**config.mk**
```make
export PLATFORM = sky130hd
export DESIGN_NAME = bmos_cordic
export DESIGN_NICKNAME = d
export VERILOG_FILES = /design/src/rtl/core/bmos_pkg.sv /design/src/rtl/core/bmos_cordic.sv
export SDC_FILE = /design/constraint.sdc
export NUM_CORES = 1
export LEC_CHECK = 0
export ABC_AREA = 1
export BUFFER_PORTS_ARGS = -buffer_cell sky130_fd_sc_hd__buf_2
export CAP_MARGIN = 20
export CORE_MARGIN = 2
export CORE_UTILIZATION = 35
export CTS_BUF_LIST = sky130_fd_sc_hd__clkbuf_4 sky130_fd_sc_hd__clkbuf_8 sky130_fd_sc_hd__clkbuf_16
export CTS_CLUSTER_SIZE = 30
export DETAILED_ROUTE_END_ITERATION = 10
export SYNTH_ARGS = -nofsm -noshare
export SYNTH_HDL_FRONTEND = slang
export SYNTH_SLANG_ARGS = --single-unit
```
**constraint.sdc**
```tcl
create_clock -name clk -period 6.8 [get_ports clk]
set_input_delay 0.68 -clock clk [delete_from_list [all_inputs] [get_ports clk]]
set_output_delay 0.68 -clock clk [all_outputs]
set_load 0.01 [all_outputs]
```
**src/rtl/core/bmos_pkg.sv**
```systemverilog
`default_nettype none
package bmos_pkg;

  localparam int CORDIC_STEPS = 16;
  localparam int STEP_W       = $clog2(CORDIC_STEPS);
  localparam int QUO_W        = 17;
  localparam int QCNT_W       = $clog2(QUO_W);

  localparam logic signed [34:0] PI_Z      = 35'sd3373259426;
  localparam logic signed [34:0] HALF_PI_Z = 35'sd1686629713;
  localparam logic signed [32:0] CORDIC_K  = 33'sd652032874;

  localparam logic signed [20:0] PI_H     = 21'sd25736;
  localparam logic signed [20:0] TWO_PI_H = 21'sd51472;

  localparam logic signed [65:0] RND13 = 66'sd4096;
  localparam logic signed [65:0] RND29 = 66'sd536870912;
  localparam logic signed [65:0] RND37 = 66'sd137438953472;

  localparam logic [2:0] CFG_WHEEL_BASE    = 3'd0;
  localparam logic [2:0] CFG_TIME_STEP     = 3'd1;
  localparam logic [2:0] CFG_START_X       = 3'd2;
  localparam logic [2:0] CFG_START_Y       = 3'd3;
  localparam logic [2:0] CFG_START_HEADING = 3'd4;

  localparam logic OP_CMD  = 1'b0;
  localparam logic OP_TICK = 1'b1;

  typedef enum logic [3:0] {
    ST_IDLE,
    ST_CORD_H,
    ST_CORD_S,
    ST_M_VC,
    ST_M_VS,
    ST_M_VSD,
    ST_M_DEN,
    ST_M_PX,
    ST_M_PY,
    ST_Y,
    ST_DIV,
    ST_M_W,
    ST_HEAD,
    ST_WRAP,
    ST_OUT
  } state_t;

  function automatic logic [29:0] atan_lookup(input logic [4:0] i);
    logic [29:0] r;
    case (i)
      5'd0:  r = 30'h3243F6A8;
      5'd1:  r = 30'h1DAC6705;
      5'd2:  r = 30'h0FADBAFC;
      5'd3:  r = 30'h07F56EA6;
      5'd4:  r = 30'h03FEAB76;
      5'd5:  r = 30'h01FFD55B;
      5'd6:  r = 30'h00FFFAAA;
      5'd7:  r = 30'h007FFF55;
      5'd8:  r = 30'h003FFFEA;
      5'd9:  r = 30'h001FFFFD;
      5'd10: r = 30'h000FFFFF;
      5'd11: r = 30'h0007FFFF;
      5'd12: r = 30'h0003FFFF;
      5'd13: r = 30'h0001FFFF;
      5'd14: r = 30'h0000FFFF;
      5'd15: r = 30'h00007FFF;
      5'd16: r = 30'h00003FFF;
      5'd17: r = 30'h00001FFF;
      5'd18: r = 30'h00000FFF;
      5'd19: r = 30'h000007FF;
      5'd20: r = 30'h000003FF;
      5'd21: r = 30'h000001FF;
      5'd22: r = 30'h000000FF;
      5'd23: r = 30'h0000007F;
      default: r = 30'h0;
    endcase
    return r;
  endfunction

  function automatic logic signed [15:0] sat16(input logic signed [65:0] v);
    logic signed [15:0] r;
    if (v > 66'sd32767) begin
      r = 16'sh7FFF;
    end else if (v < -66'sd32768) begin
      r = 16'sh8000;
    end else begin
      r = v[15:0];
    end
    return r;
  endfunction

endpackage
`default_nettype wire

```
**src/rtl/core/bmos_cordic.sv**
```systemverilog
`default_nettype none
module bmos_cordic (
  input  wire logic               clk,
  input  wire logic               rst_n,
  input  wire logic               start,
  input  wire logic signed [15:0] ang,
  output logic                    done,
  output logic signed [32:0]      cos_o,
  output logic signed [32:0]      sin_o
);

  logic                             busy_r;
  logic                             done_r;
  logic [bmos_pkg::STEP_W-1:0]      cnt_r;
  logic signed [32:0]               x_r;
  logic signed [32:0]               y_r;
  logic signed [34:0]               z_r;
  logic                             neg_r;
  logic signed [32:0]               cos_r;
  logic signed [32:0]               sin_r;

  logic signed [34:0] z0;
  logic signed [32:0] dx;
  logic signed [32:0] dy;
  logic signed [34:0] at;
  logic signed [32:0] x_nxt;
  logic signed [32:0] y_nxt;
  logic signed [34:0] z_nxt;
  logic               last;

  assign z0   = {{2{ang[15]}}, ang, 17'b0};
  assign last = (cnt_r == bmos_pkg::STEP_W'(bmos_pkg::CORDIC_STEPS - 1));

  always_comb begin
    dx = y_r >>> cnt_r;
    dy = x_r >>> cnt_r;
    at = $signed({5'b0, bmos_pkg::atan_lookup(5'(cnt_r))});
    if (!z_r[34]) begin
      x_nxt = x_r - dx;
      y_nxt = y_r + dy;
      z_nxt = z_r - at;
    end else begin
      x_nxt = x_r + dx;
      y_nxt = y_r - dy;
      z_nxt = z_r + at;
    end
  end

  always_ff @(posedge clk) begin
    if (!rst_n) begin
      busy_r <= 1'b0;
      done_r <= 1'b0;
    end else begin
      done_r <= 1'b0;
      if (start) begin
        busy_r <= 1'b1;
      end else if (busy_r && last) begin
        busy_r <= 1'b0;
        done_r <= 1'b1;
      end
    end
  end

  always_ff @(posedge clk) begin
    if (start) begin
      cnt_r <= '0;
      x_r   <= bmos_pkg::CORDIC_K;
      y_r   <= '0;
      if (z0 > bmos_pkg::HALF_PI_Z) begin
        z_r   <= z0 - bmos_pkg::PI_Z;
        neg_r <= 1'b1;
      end else if (z0 < -bmos_pkg::HALF_PI_Z) begin
        z_r   <= z0 + bmos_pkg::PI_Z;
        neg_r <= 1'b1;
      end else begin
        z_r   <= z0;
        neg_r <= 1'b0;
      end
    end else if (busy_r) begin
      cnt_r <= cnt_r + 1'b1;
      x_r   <= x_nxt;
      y_r   <= y_nxt;
      z_r   <= z_nxt;
      if (last) begin
        cos_r <= neg_r ? -x_nxt : x_nxt;
        sin_r <= neg_r ? -y_nxt : y_nxt;
      end
    end
  end

  assign done  = done_r;
  assign cos_o = cos_r;
  assign sin_o = sin_r;

endmodule
`default_nettype wire

```
## Word-level counts from Yosys, hierarchy flattened

Memories as Yosys holds them, arrays and structs flattened. A register that Yosys moved wholly into a read port is not among the register bits.
Cells that the tools add are included.

- Add/subtract/negate cells: 11
- Shifts and indexed selects: 2
- Order comparisons: 2
- Bitwise logic cells: 2
- Mux-type cells: 15
- Eq/ne operators: 1
- Reductions and logical operators: 5

Operators by type and width:

| kind | count |
|---|---|
| two-way mux 35 bit | 5 |
| two-way mux 33 bit | 4 |
| adder 33 bit | 2 |
| negator 33 bit | 2 |
| >>> shifter 33 x 4 -> 33 bit | 2 |
| subtractor 33 bit | 2 |
| adder 35 x 31 -> 35 bit | 1 |
| subtractor 35 x 31 -> 35 bit | 1 |
| adder 33 x 33 -> 34 bit (second input constant) | 1 |
| subtractor 33 x 33 -> 34 bit (second input constant) | 1 |
| > comparator 33 x 32 -> 1 bit (second input constant) | 1 |
| < comparator 33 x 32 -> 1 bit (second input constant) | 1 |
| two-way mux 4 bit | 2 |
| adder 4 x 1 -> 4 bit (second input constant) | 1 |
| == test 4 bit (second input constant) | 1 |
| two-way mux 1 bit | 4 |
| nonzero test 2 bit | 2 |
| AND reduction 3 bit | 1 |
| NOT 1 bit | 2 |
| OR reduction 2 bit | 1 |
| logical AND 1 bit | 1 |

- Output and inout bits: 67
- Flip-flop bits (word level): 174
- Memories: 1
- Memory bits (read-only): 480

Memories:

| memory | words | bits a word | read ports | clocked after Yosys merged registers in | write ports | line | RTL |
|---|---|---|---|---|---|---|---|
| (no name shown) | 16 | 30 | 1 | 1 | 0 | bmos_pkg.sv:49 | `case (i)` |

## Longest topological paths before layout

- Depth in word-level cells: 5
- Mapped depth: 38
- Mapped depth without buffers: 37

## Worst setup path after synthesis

No wires, ideal clock.

- Kind: input-to-reg
- From: input port start
- To: register cos_r[0], in the netlist cos_o[0] (enable)
- Required time: 6227 ps
- Path slack: 745 ps
- Data arrival time: 5482 ps
- Path buffers: 1
- Cell stages on the path: 2
- Cells stage by stage: buf_1 nor3_1

- Cells in the longest elaborated chain, start to end: 2

Ends and longest elaborated chain:

| what | line | RTL |
|---|---|---|
| start: declaration | bmos_cordic.sv:5 | `input wire logic start,` |
| NOT 1 bit (no line) | - |  |
| AND reduction 3 bit (no line) | - |  |
| end signal: assignment | bmos_cordic.sv:85 | `cos_r <= neg_r ? -x_nxt : x_nxt;` |
| end: declaration | bmos_cordic.sv:19 | `logic signed [32:0] cos_r;` |

Every way passes these cells.
A chain may end at the register's enable or synchronous reset.

## Worst setup path after layout

- From: register cnt_r[0] in the netlist's numbering
- To: register sin_r[27], in the netlist sin_o[27] (data pin)

- Cells in the longest elaborated chain, start to end: 5
- Elaborated cells on any way between the ends: 6
- Classes of those cells: add/sub (3); shift (1); mux (2)

Ends and longest elaborated chain:

| what | line | RTL |
|---|---|---|
| start: declaration | bmos_cordic.sv:14 | `logic [bmos_pkg::STEP_W-1:0] cnt_r;` |
| start signal: assignment | bmos_cordic.sv:80 | `cnt_r <= cnt_r + 1'b1;` |
| >>> shifter 33 x 4 -> 33 bit (*) | bmos_cordic.sv:36 | `dy = x_r >>> cnt_r;` |
| adder 33 bit / subtractor 33 bit (equally long branches) | bmos_cordic.sv:40, bmos_cordic.sv:44 |  |
| two-way mux 33 bit (*) | bmos_cordic.sv:38 | `if (!z_r[34]) begin` |
| negator 33 bit | bmos_cordic.sv:86 | `sin_r <= neg_r ? -y_nxt : y_nxt;` |
| two-way mux 33 bit (*) | bmos_cordic.sv:86 |  |
| end signal: assignment | bmos_cordic.sv:86 |  |
| end: declaration | bmos_cordic.sv:20 | `logic signed [32:0] sin_r;` |

Mark *: on every way between the ends. The rest lies on a longest branch, timed or not.

==> metrics.md <==
| Metric | Value |
|---|---|
| Clock insertion delay at the later pin of the skew report | `0.58 ns` |
| Die extent in y | `253 um` |
| Syn avg cell area | `6.10 um2` |
| Number of nets with antenna violations after detailed routing | `0` |
| Worst Setup Start Kind | `flip-flop` |
| Growth of design area from synthesis to finish | `8.99%` |
| Hold Path Depth | `3` |
| # resized after CTS | `0` |
| TritonCTS Buffers | `27` |
| Delay of the slowest critical-path stage | `0.54 ns` |
| Highest clock rate | `0.174 GHz` |
| Number of nets in the layout | `3726` |
| Critical path arrival | `6.05 ns` |
| Worst EP required | `7.12 ns` |
| Tightest Pin Transition | `1.02 ns` |
| DIE WIDTH | `253 um` |
| Number of enable flip-flop cells after synthesis | `102` |
| CTS tree | `built` |
| Worst slew margin relative to its limit | `32.2%` |
| Count of input and output buffers | `85` |
| Placeable core region | `61500 um2` |
| Post-route minimum period | `5.73 ns` |
| Max-cap violation count | `0` |
| Register-to-register setup slack | `1.07 ns` |
| Distinct cells, synth | `60` |
| Maximum number of pins on one net before global-route repair | `67` |
| Diode insertion count for antenna repair | `0` |
| Setup-violating endpoint count in the final report | `0` |
| Number of top-level pins | `86` |
| Met1 usage | `30.7%` |
| Critical path type | `reg2reg` |
| Placer congestion estimate | `0.972` |
| Top Usage Layer GRT | `met2` |
| Total DRC errors in the routed layout | `0` |
| Post-synthesis sequential area ratio | `23.4%` |
| Critical Path End Type | `flip-flop` |
| Num Clock Sinks | `203` |
| Post-synth design cell area | `21700 um2` |
| Global-route wire length before repair | `117000 um` |
| Most frequent cells in the layout | `1083 x sky130_fd_sc_hd__nand2_1, 439 x sky130_fd_sc_hd__nand3_1, 424 x sky130_fd_sc_hd__inv_1` |
| Commonest non-fill, non-tap cell in the layout | `sky130_fd_sc_hd__nand2_1` |
| Maximum fanout encountered on the critical timing path | `54` |
| Wire length per cell after detailed routing | `16.7 um` |
| Cell row count | `91` |
| Total routed wirelength | `73600 um` |
| Number of global-route vias before repair | `21700` |
| Worst Hold Path EP | `busy_r` |
| Crit. Startpoint | `cnt_r[0]` |
| Pins over their slew limit | `0` |
| Utilization of the core after routing | `38.5%` |
| Number of DRC markers in iteration 0 | `1752` |
| Max H-tree Level | `1` |
| Total routing resource utilization after global routing | `22.8%` |
| Top FF cell, synth | `sky130_fd_sc_hd__edfxtp_1` |
| Reg-to-reg critical path endpoint | `sin_o[27]` |
| Flops & latches, synth | `203` |
| Outcome | `complete, no violations` |
| Number of failing hold endpoints at the final stage | `0` |
| Area of the die | `64000 um2` |
| Post-synthesis instance total | `3556` |
| Most common cell type on the critical path | `sky130_fd_sc_hd__nand2_1` |
| Met3 demand-to-capacity share in global routing | `2.67%` |
| Critical R2R Launch | `cnt_r[0]` |
| First drt pass iteration count | `6` |
| Tcrit/Tclk final | `84.3%` |
| Post-CTS Hold Fix Bufs | `0` |
| Detail-routed via count per cell | `5.27` |
| Number of setup buffers added after CTS | `0` |
| Unrepaired setup endpoints after global routing | `no` |
| Count of cells along the worst register-to-register path | `30` |
| Ratio of cells with drive above 1 in the final layout | `7.35%` |
| Setup clock skew after layout | `0.0135 ns` |
| Initial antenna violation count | `0` |
| Clock input transition at the sequential cells of the worst setup and hold paths | `0.07 ns` |
| Yosys warns | `0` |
| Clk Tree Root Cell | `sky130_fd_sc_hd__clkbuf_16` |
| Worst Min Path Start | `rst_n` |
| Share of async-settable or async-resettable flops after synthesis | `0%` |
| Net count of the mapped netlist | `3695` |
| GR Util met2 | `37.5%` |
| Effective utilization at floorplan | `35.3%` |
| Total via count after detailed routing | `23200` |
| Sum Neg Setup Slack | `0 ns` |
| DP Wirelength | `58300 um` |
| Highest-delay cell along the critical path | `sky130_fd_sc_hd__dfxtp_2` |
| Buffer depth of the longest clock path | `3` |
| Worst hold path type | `in2reg` |
| GRT overflow | `0` |
sequential cells by signal, indices dropped and copies added, names as in the netlist:
| name | count |
|---|---|
| busy_r | 1 |
| x_r | 33 |
| y_r | 33 |
| cnt_r | 4 |
| done | 1 |
| sin_o | 33 |
| neg_r | 1 |
| z_r | 35 |
| cos_o | 33 |
| at | 29 |
worst max-delay path by stage:
| stage | end | depth (start not counted) |
|---|---|---|
| floorplan | cos_o[0] | 2 |
| global placement | sin_o[27] | 30 |
| detailed placement | sin_o[27] | 30 |
| CTS | sin_o[27] | 30 |
| global route | sin_o[27] | 30 |
| finish | sin_o[27] | 30 |
layout make-up:
cell class              count  area [um2]
fillers                  6740       37800
multi-input cells        2801       14400
flip-flops and latches    203        5090
inverters                 450        1690
well taps                 790         988
clock buffers              38         800
repair buffers            104         588
clock inverters            11        92.6
cell families (layout without fill, tap and decap cells):
group / after synthesis / count (layout) / share of synthesized area, %
flip-flops: 203 / 203 / 23.4
buffers and inverters: 552 / 603 / 10.3
AND/OR/NAND/NOR: 2042 / 2042 / 40.4
adder cells (fa/ha/maj): 120 / 120 / 7.02
AO/OA/AOI/OAI: 477 / 477 / 12.1
XOR/XNOR: 162 / 162 / 6.74
cells in the mapped netlist (9+ instances only):
cell / n / area share [%]
sky130_fd_sc_hd__or2_2: 9 / 0.26
sky130_fd_sc_hd__o21bai_1: 10 / 0.35
sky130_fd_sc_hd__nor2_1: 309 / 5.3
sky130_fd_sc_hd__nand4_1: 58 / 1.7
sky130_fd_sc_hd__dfxtp_1: 101 / 9.3
sky130_fd_sc_hd__buf_2: 24 / 0.55
sky130_fd_sc_hd__nand3_1: 439 / 10
sky130_fd_sc_hd__nand2_1: 1083 / 19
sky130_fd_sc_hd__nor4_1: 17 / 0.49
sky130_fd_sc_hd__xnor2_1: 43 / 1.7
sky130_fd_sc_hd__o21ai_0: 190 / 4.4
sky130_fd_sc_hd__xor2_1: 113 / 4.6
sky130_fd_sc_hd__o22ai_1: 25 / 0.72
sky130_fd_sc_hd__buf_6: 12 / 0.62
sky130_fd_sc_hd__o21ai_1: 19 / 0.44
sky130_fd_sc_hd__inv_2: 22 / 0.38
sky130_fd_sc_hd__edfxtp_1: 102 / 14
sky130_fd_sc_hd__clkbuf_1: 45 / 0.78
sky130_fd_sc_hd__buf_1: 15 / 0.26
sky130_fd_sc_hd__nor3_1: 52 / 1.2
sky130_fd_sc_hd__nand2_2: 24 / 0.69
sky130_fd_sc_hd__a31oi_1: 16 / 0.46
sky130_fd_sc_hd__a21oi_1: 161 / 3.7
sky130_fd_sc_hd__nor2_2: 19 / 0.55
sky130_fd_sc_hd__nand3b_1: 10 / 0.35
sky130_fd_sc_hd__ha_1: 117 / 6.7
sky130_fd_sc_hd__inv_1: 424 / 7.3
critical path, delay by kind of cell (launching register included):
family / cells / cell delay (ns)
simple gates: 17 / 2.07
compound gates: 5 / 0.94
buf+inv: 4 / 0.84
fa+ha+maj: 2 / 0.60
flops: 1 / 0.54
xor+xnor: 2 / 0.44
through the flow:
step                      cells  hold WS (ns)  instance area (um2)  setup slack [ns]
after floorplan            3556         0.456                21700             0.745
after global placement     4347         0.511                22700              1.13
after detailed placement   4348         0.515                22800              1.12
after CTS                  4397         0.431                23700              1.11
after global routing       4397         0.440                23700             0.403
final                      4397         0.439                23700              1.07
per-layer routing:
layer  share of wire, %  up-vias
li1                   -    11800
met1                 46    10600
met2                 45      706
met3                6.0      113
met4                3.5        0
met5                  0        -
Power is not shown: default switching activity piles up to over one toggle a cycle in this logic, so the estimate is an artifact.
